[config.mk]
export PLATFORM = sky130hd
export DESIGN_NAME = cftss_ctrl
export DESIGN_NICKNAME = d
export VERILOG_FILES = /design/src/rtl/cftss_pkg.sv /design/src/rtl/cftss_ctrl.sv
export SDC_FILE = /design/constraint.sdc
export NUM_CORES = 1
export LEC_CHECK = 0
export ABC_AREA = 1
export BUFFER_PORTS_ARGS = -buffer_cell sky130_fd_sc_hd__buf_4
export CELL_PAD_IN_SITES_DETAIL_PLACEMENT = 0
export CELL_PAD_IN_SITES_GLOBAL_PLACEMENT = 1
export CORE_AREA = 2 2 39 41
export DETAILED_ROUTE_END_ITERATION = 8
export DIE_AREA = 0 0 41 43
export HOLD_SLACK_MARGIN = 0.08
export MAX_ROUTING_LAYER = met4
export PLACE_DENSITY_LB_ADDON = 0.1
export SLEW_MARGIN = 25
export SYNTH_ARGS = -nofsm -noshare
export SYNTH_HDL_FRONTEND = slang
export SYNTH_SLANG_ARGS = --single-unit
export TNS_END_PERCENT = 1
[constraint.sdc]
create_clock -name clk -period 1 [get_ports clk]
set_input_delay 0.15 -clock clk [delete_from_list [all_inputs] [get_ports clk]]
set_output_delay 0.15 -clock clk [all_outputs]
set_load 0.01 [all_outputs]
[src/rtl/cftss_pkg.sv]
`timescale 1ns / 1ps

package cftss_pkg;

	localparam int unsigned OUT_W    = 12;
	localparam int unsigned TIME_W   = 32;
	localparam int unsigned COORD_W  = 10;
	localparam int unsigned CREDIT_W = 17;

	localparam logic [CREDIT_W-1:0] ONE_Q16 = 17'h10000;

	typedef enum logic [1:0] {
		ST_LOAD,
		ST_READ,
		ST_UPDATE,
		ST_DONE
	} state_t;

	typedef struct packed {
		logic load;
		logic start;
		logic read;
		logic update;
		logic clear;
	} cmd_t;

	typedef struct packed {
		logic search_end;
	} status_t;

endpackage

[src/rtl/cftss_ctrl.sv]
`timescale 1ns / 1ps

module cftss_ctrl
	import cftss_pkg::*;
(
	input  logic    clk,
	input  logic    arst_n,
	input  logic    task_valid,
	input  logic    last,
	output logic    task_stall,
	output logic    result_valid,
	input  logic    result_stall,
	input  status_t status,
	output cmd_t    cmd
);

	state_t state_q;
	state_t state_next;

	always_ff @(posedge clk or negedge arst_n) begin
		if (!arst_n) begin
			state_q <= ST_LOAD;
		end else begin
			state_q <= state_next;
		end
	end

	always_comb begin
		state_next   = state_q;
		cmd          = '0;
		task_stall   = 1'b1;
		result_valid = 1'b0;
		case (state_q)
			ST_LOAD: begin
				task_stall = 1'b0;
				if (task_valid) begin
					cmd.load = 1'b1;
					if (last) begin
						cmd.start  = 1'b1;
						state_next = ST_READ;
					end
				end
			end
			ST_READ: begin
				cmd.read   = 1'b1;
				state_next = ST_UPDATE;
			end
			ST_UPDATE: begin
				cmd.update = 1'b1;
				if (status.search_end) begin
					state_next = ST_DONE;
				end else begin
					state_next = ST_READ;
				end
			end
			ST_DONE: begin
				result_valid = 1'b1;
				if (!result_stall) begin
					cmd.clear  = 1'b1;
					state_next = ST_LOAD;
				end
			end
			default: begin
				state_next = ST_LOAD;
			end
		endcase
	end

endmodule

## Yosys cells after proc, flatten, opt, wreduce, memory -nomap -nowiden

Index checks and enable logic that the tools add are counted.

- Reductions and logical operators: 2
- Muxes and demuxes: 14
- Eq/ne operators: 6

Operators by type and width:

| operator | count |
|---|---|
| 2-bit 2-to-1 mux | 6 |
| 2-bit case mux with 4 select lines | 1 |
| 1-bit 2-to-1 mux | 7 |
| 2-bit != test (second input constant) | 3 |
| 2-bit equality test (second input constant) | 2 |
| 3-bit AND reduction | 1 |
| 2-bit by 1-bit equality test with 1-bit output (second input constant) | 1 |
| 2-bit zero test | 1 |

- Word-level logic and storage cells: 23
- Flip-flop bits (word level): 2

## Depth between registers and ports, before layout

Gate-level depths: netlist of the first run.

- Word-level depth: 3
- Gate-level depth with buffers: 4

## Worst setup path before layout of the first run

OpenSTA, ideal clock, no wires.

- Path type: register to output
- Start: register state_q[0]
- End: output port cmd[3] in the netlist's numbering
- Setup slack: 0.104 ns
- Arrival: 0.746 ns
- Stages on the path, launching flop included: 4
- Path buffers: 0
- Cell sequence: dfrtp_1 inv_1 nand2_2 nor2_1

RTL lines:

| element | RTL line | source |
|---|---|---|
| from (decl) | cftss_ctrl.sv:17 | `state_t state_q;` |
| from (signal assigned) | cftss_ctrl.sv:24 | `state_q <= state_next;` |
| to (decl) | cftss_ctrl.sv:14 | `output cmd_t cmd` |

==> impl_metrics.json, run 1 <==
{
  "syn_to_final_growth_pct": 167.0,
  "fp.dieH_um": 43,
  "syn_nets": 31,
  "ff2ff_path_depth": 8,
  "setup_tns_ns": -0.8859,
  "startpoint": "state_q[0]",
  "diodes": 0,
  "cp-start-kind": "flop",
  "numCtsBuffers": 3,
  "largestRegisters": "state_q: 2 flops",
  "fillers": 163,
  "fin_worst_skew_ns": 0.003455,
  "grt_pass1_wl_um": 641,
  "largest_reg_flops": 2,
  "status": "finished with violations",
  "regToRegSetupSlack_ns": -0.08,
  "path_max_fanout": 4,
  "violations": "negative setup slack",
  "layout-drive-gt1-share_pct": 69.39,
  "yosys.area.top_type": "dfrtp_1",
  "endpoint_kind": "output port",
  "die_w_um": 41,
  "cts_tree": "built",
  "syn-instance-count": 25,
  "path_clk_slew_ns": 0.03,
  "drv_cap": 0,
  "routedWlPerCell_um": 7.077,
  "cts_num_sinks": 2,
  "hpwl_um": 316.5,
  "required_ns": 0.85,
  "gp_congestion": 0.5790,
  "synth_top_family_by_area": "simple AND/OR/NAND/NOR gates",
  "h-tree-depth": 1,
  "final_common_cell": "buf_4",
  "finalHoldViolations": 0,
  "ys_seq_area_share_pct": 35.71,
  "maxSlewHeadroom_pct": 89.31,
  "drtIter0Drc": 0,
  "holdWs_ns": 0.2248,
  "setup_viol": 8,
  "initial_core_util_pct": 10.13,
  "synthSimpleGateAreaFrac_pct": 42.86,
  "drc": 0,
  "gr-usage-all-layers_pct": 5.967,
  "yosysTopAreaCellShare_pct": 35.71,
  "drtPass1Iterations": 1,
  "placed_cell_area_um2": 250.2,
  "totalWireLength_um": 460,
  "io_buffers": 12,
  "ys_warn_count": 0,
  "antenna_found_initial": 0,
  "grt_start_max_net_pins": 5,
  "ant_nets": 0,
  "dp_slack_ns": 0.01516,
  "clkLatencyLatePin_ns": 0.22,
  "cp-endpoint": "cmd[2]",
  "ir_drop_mv": 1.032,
  "power_density_mw_per_mm2": 3146,
  "top_register": "state_q",
  "overflow": 0,
  "synth_area_um2": 140.1,
  "tightestPinTransition_ns": 0.1603,
  "dr_total_vias": 215,
  "synth_area_leaders": "dfrtp_1 (36%), nand2_1 (24%), inv_1 (19%), nor2_1 (11%), nand2_2 (4.5%)",
  "grt_pass1_vias": 186,
  "nets": 57,
  "post_synth_num_cell_types": 7,
  "crit_type": "reg2out",
  "final_area_um2": 374.1,
  "hold_class": "in2reg",
  "dieArea_mm2": 0.001763,
  "setup_slack_ns": -0.1505,
  "synthMuxAreaShare_pct": 0,
  "synthXorXnorAreaFrac_pct": 0,
  "synthAdderAreaFrac_pct": 0,
  "root_buffer": "clkbuf_4",
  "worstPathArrival_ns": 1.00,
  "rsz0062_at_grt": "yes",
  "p_leak_nw": 0.2256,
  "rows": 14,
  "r2r-end": "state_q[0]",
  "pin_count": 13,
  "timing.rr.start": "state_q[1]",
  "ys_ff_latch": 2,
  "fmaxAchievable_mhz": 869.2,
  "final_cell_mix": "buf_4 (16), nand2_1 (7), inv_1 (5), nor2_2 (4), buf_6 (4)",
  "synth_area_per_cell_um2": 5.605,
  "post-route-period-util_pct": 115.1,
  "clockBufferDepth": 2,
  "core_mm2": 0.001384,
  "vias_per_cell": 3.308,
  "synth_compound_area_share_pct": 0,
  "fin_crit_ns": 1.151,
  "power.total_mw": 1.177,
  "finalMaxSlewViolations": 0
}
per-layer routing:
layer / share of wire [%] / wire (um) / up-vias / GRT usage, %
met5: 0 / 0 / - / -
met4: 0 / 0 / 0 / 4.000
met3: 7.2 / 33 / 0 / 4.712
met2: 55 / 253 / 5 / 7.813
met1: 38 / 173 / 94 / 5.788
li1: - / - / 116 / -
worst min path at each step:
stage | from | slack, ns | cells past startpoint | endpoint
2_1_floorplan | arst_n | -0.15 | 0 | state_q[0]
3_3_place_gp | arst_n | -0.07 | 1 | state_q[1]
4_1_cts | result_stall | 0.23 | 5 | state_q[0]
3_5_place_dp | arst_n | -0.07 | 1 | state_q[1]
5_1_grt | arst_n | 0.23 | 2 | state_q[0]
6_report | result_stall | 0.22 | 5 | state_q[0]
cell type report:
type,instances,area [um2],share of cell area (%)
multi-input combinational,15,75.07,20.07
inverter,8,30.03,8.027
tap,16,20.02,5.351
clock buffer,3,22.52,6.020
sequential,2,51.30,13.71
timing repair buffer,21,175.2,46.82
cell usage after synthesis, drive strengths merged:
library cell and instances:
dfrtp 2, inv 8, nand2 10, nand3 1, nor2 4
repair_timing:
item,in CTS,in global routing
hold buffers,1,0
gates resized for setup,3,10
endpoints found under the setup margin,7,8
pin swaps,1,1
endpoints found under the hold margin,2,0
setup buffers,5,3
cells by family (layout without fill, tap and decap cells):
logic type / after synthesis / count (layout)
flops: 2 / 2
simple gates: 15 / 15
buf+inv: 8 / 32
worst max-delay path, stage by stage (launching register included):
cell and delay (ns):
dfrtp_1 0.40, inv_2 0.06, buf_4 0.13, nor2_2 0.07
buf_4 0.12
metrics by stage:
| stage | instances | utilization, % |
|---|---|---|
| after floorplan | 25 | - |
| after global placement | 53 | 18.08 |
| after detailed placement | 53 | 18.08 |
| after CTS | 62 | 23.51 |
| after global routing | 65 | 27.03 |
| final | 65 | 27.03 |
where the power goes:
part / switching [mW] / internal [mW]
Clock: 0.0425 / 0.132
Combinational: 0.344 / 0.480
Sequential: 0.0500 / 0.128
Total: 0.437 / 0.740
Power figures use the tool's default switching activity.
==> run 2: changes to the inputs <==
--- a/config.mk
+++ b/config.mk
@@ -15,6 +15,7 @@
 export HOLD_SLACK_MARGIN = 0.08
 export MAX_ROUTING_LAYER = met4
 export PLACE_DENSITY_LB_ADDON = 0.1
+export SETUP_SLACK_MARGIN = 0.4
 export SLEW_MARGIN = 25
 export SYNTH_ARGS = -nofsm -noshare
 export SYNTH_HDL_FRONTEND = slang
==> impl_metrics.json, run 2 (synthesis gave the netlist of run 1 again) <==
{
  "status": "finished with violations",
  "violations": "negative setup slack",
  "h-tree-depth": 1,
  "drv_cap": 0,
  "final_area_um2": 312.8,
  "totalWireLength_um": 407,
  "setup_viol": 7,
  "layout-drive-gt1-share_pct": 53.66,
  "antenna_found_initial": 0,
  "grt_start_max_net_pins": 7,
  "grt_pass1_wl_um": 690,
  "dieArea_mm2": 0.001763,
  "fin_crit_ns": 1.154,
  "power.total_uw": 888.6,
  "vias_per_cell": 3.281,
  "post-route-period-util_pct": 115.4,
  "fp.dieH_um": 43,
  "diodes": 0,
  "power_density_mw_per_mm2": 2841,
  "drtPass1Iterations": 4,
  "fillers": 162,
  "tightestPinTransition_ns": 0.1349,
  "final_common_cell": "buf_4",
  "rows": 14,
  "regToRegSetupSlack_ns": 0.21,
  "largest_reg_flops": 2,
  "final_cell_mix": "buf_4 (10), nand2_1 (9), inv_1 (6), clkbuf_4 (3)",
  "die_w_um": 41,
  "dp_slack_ns": 0.05842,
  "dr_total_vias": 187,
  "cts_num_sinks": 2,
  "root_buffer": "clkbuf_4",
  "overflow": 0,
  "clkLatencyLatePin_ns": 0.22,
  "clockBufferDepth": 2,
  "gp_congestion": 0.5979,
  "ir_drop_mv": 0.6742,
  "rsz0062_at_grt": "yes",
  "drc": 0,
  "gr-usage-all-layers_pct": 6.276,
  "largestRegisters": "state_q: 2 flops",
  "pin_count": 13,
  "ant_nets": 0,
  "maxSlewHeadroom_pct": 90.99,
  "hold_class": "in2reg",
  "cts_setup_buffers": 0,
  "crit_type": "reg2out",
  "fin_worst_skew_ns": 0.002618,
  "p_leak_nw": 0.1898,
  "path_clk_slew_ns": 0.03,
  "worstPathArrival_ns": 1.00,
  "cp-start-kind": "flop",
  "finalHoldViolations": 0,
  "finalMaxSlewViolations": 0,
  "setup_slack_ns": -0.1539,
  "setup_tns_ns": -0.7170,
  "grt_pass1_vias": 182,
  "routedWlPerCell_um": 7.140,
  "endpoint_kind": "output port",
  "path_max_fanout": 6,
  "top_register": "state_q",
  "required_ns": 0.85,
  "cts_tree": "built",
  "placed_cell_area_um2": 270.3,
  "initial_core_util_pct": 10.13,
  "fin_util_pct": 22.60,
  "numCtsBuffers": 3,
  "nets": 49,
  "core_mm2": 0.001384,
  "fmaxAchievable_mhz": 866.6,
  "drtIter0Drc": 4,
  "io_buffers": 12,
  "syn_to_final_growth_pct": 123.2
}
run 2: changes by cell type in the layout (fill, tap and decap cells not counted), sizes merged:
cell / before / now
buf: 20 / 12
run 2: worst max-delay path, cell delays in order (launching register included):
cell and delay (ns):
dfrtp_2 0.43, inv_2 0.09, nand2_4 0.07, nor2_4 0.08, buf_6 0.10
run 2: worst paths after layout:
check	to	depth (start not counted)	start
setup / recovery	cmd[3]	4	state_q[1]
hold / removal	state_q[0]	5	result_stall
setup reg to reg	state_q[0]	4	state_q[1]
hold reg to reg	state_q[0]	3	state_q[0]
max in group asynchronous	state_q[0]	2	arst_n
min in group asynchronous	state_q[1]	2	arst_n
run 2: layout make-up:
cell class                 instances  area, um2  share of cell area (%)
timing repair buffer              13      107.6                   34.40
multi-input combinational         15      80.08                   25.60
sequential                         2      52.55                   16.80
inverter                           8      30.03                   9.600
clock buffer                       3      22.52                   7.200
tap                               16      20.02                   6.400
run 2: repair_timing:
action / CTS / global route
endpoints found under the hold margin: 2 / 0
pin swaps: 1 / 3
setup endpoints to repair: 9 / 9
hold buffers: 1 / 0
resized for setup: 2 / 2
run 2: metrics by stage:
stage | cells | hold WS (ns)
2_1_floorplan | 25 | -0.1456
3_3_place_gp | 53 | -0.06790
3_5_place_dp | 53 | -0.06602
4_1_cts | 57 | 0.2155
5_1_grt | 57 | 0.2392
6_report | 57 | 0.2155
run 2: where the power goes:
group / total (mW) / switching (mW) / internal, mW
clock: 0.179 / 0.0469 / 0.132
combinational: 0.512 / 0.269 / 0.243
sequential: 0.197 / 0.0652 / 0.132
run 2: metal layers:
metal	global-route usage, %	share of wire (%)	up-vias
li1	-	-	101
met1	8.039	43	77
met2	6.563	48	9
met3	1.571	9.1	0
met5	-	0	-
met4	8.000	0	0
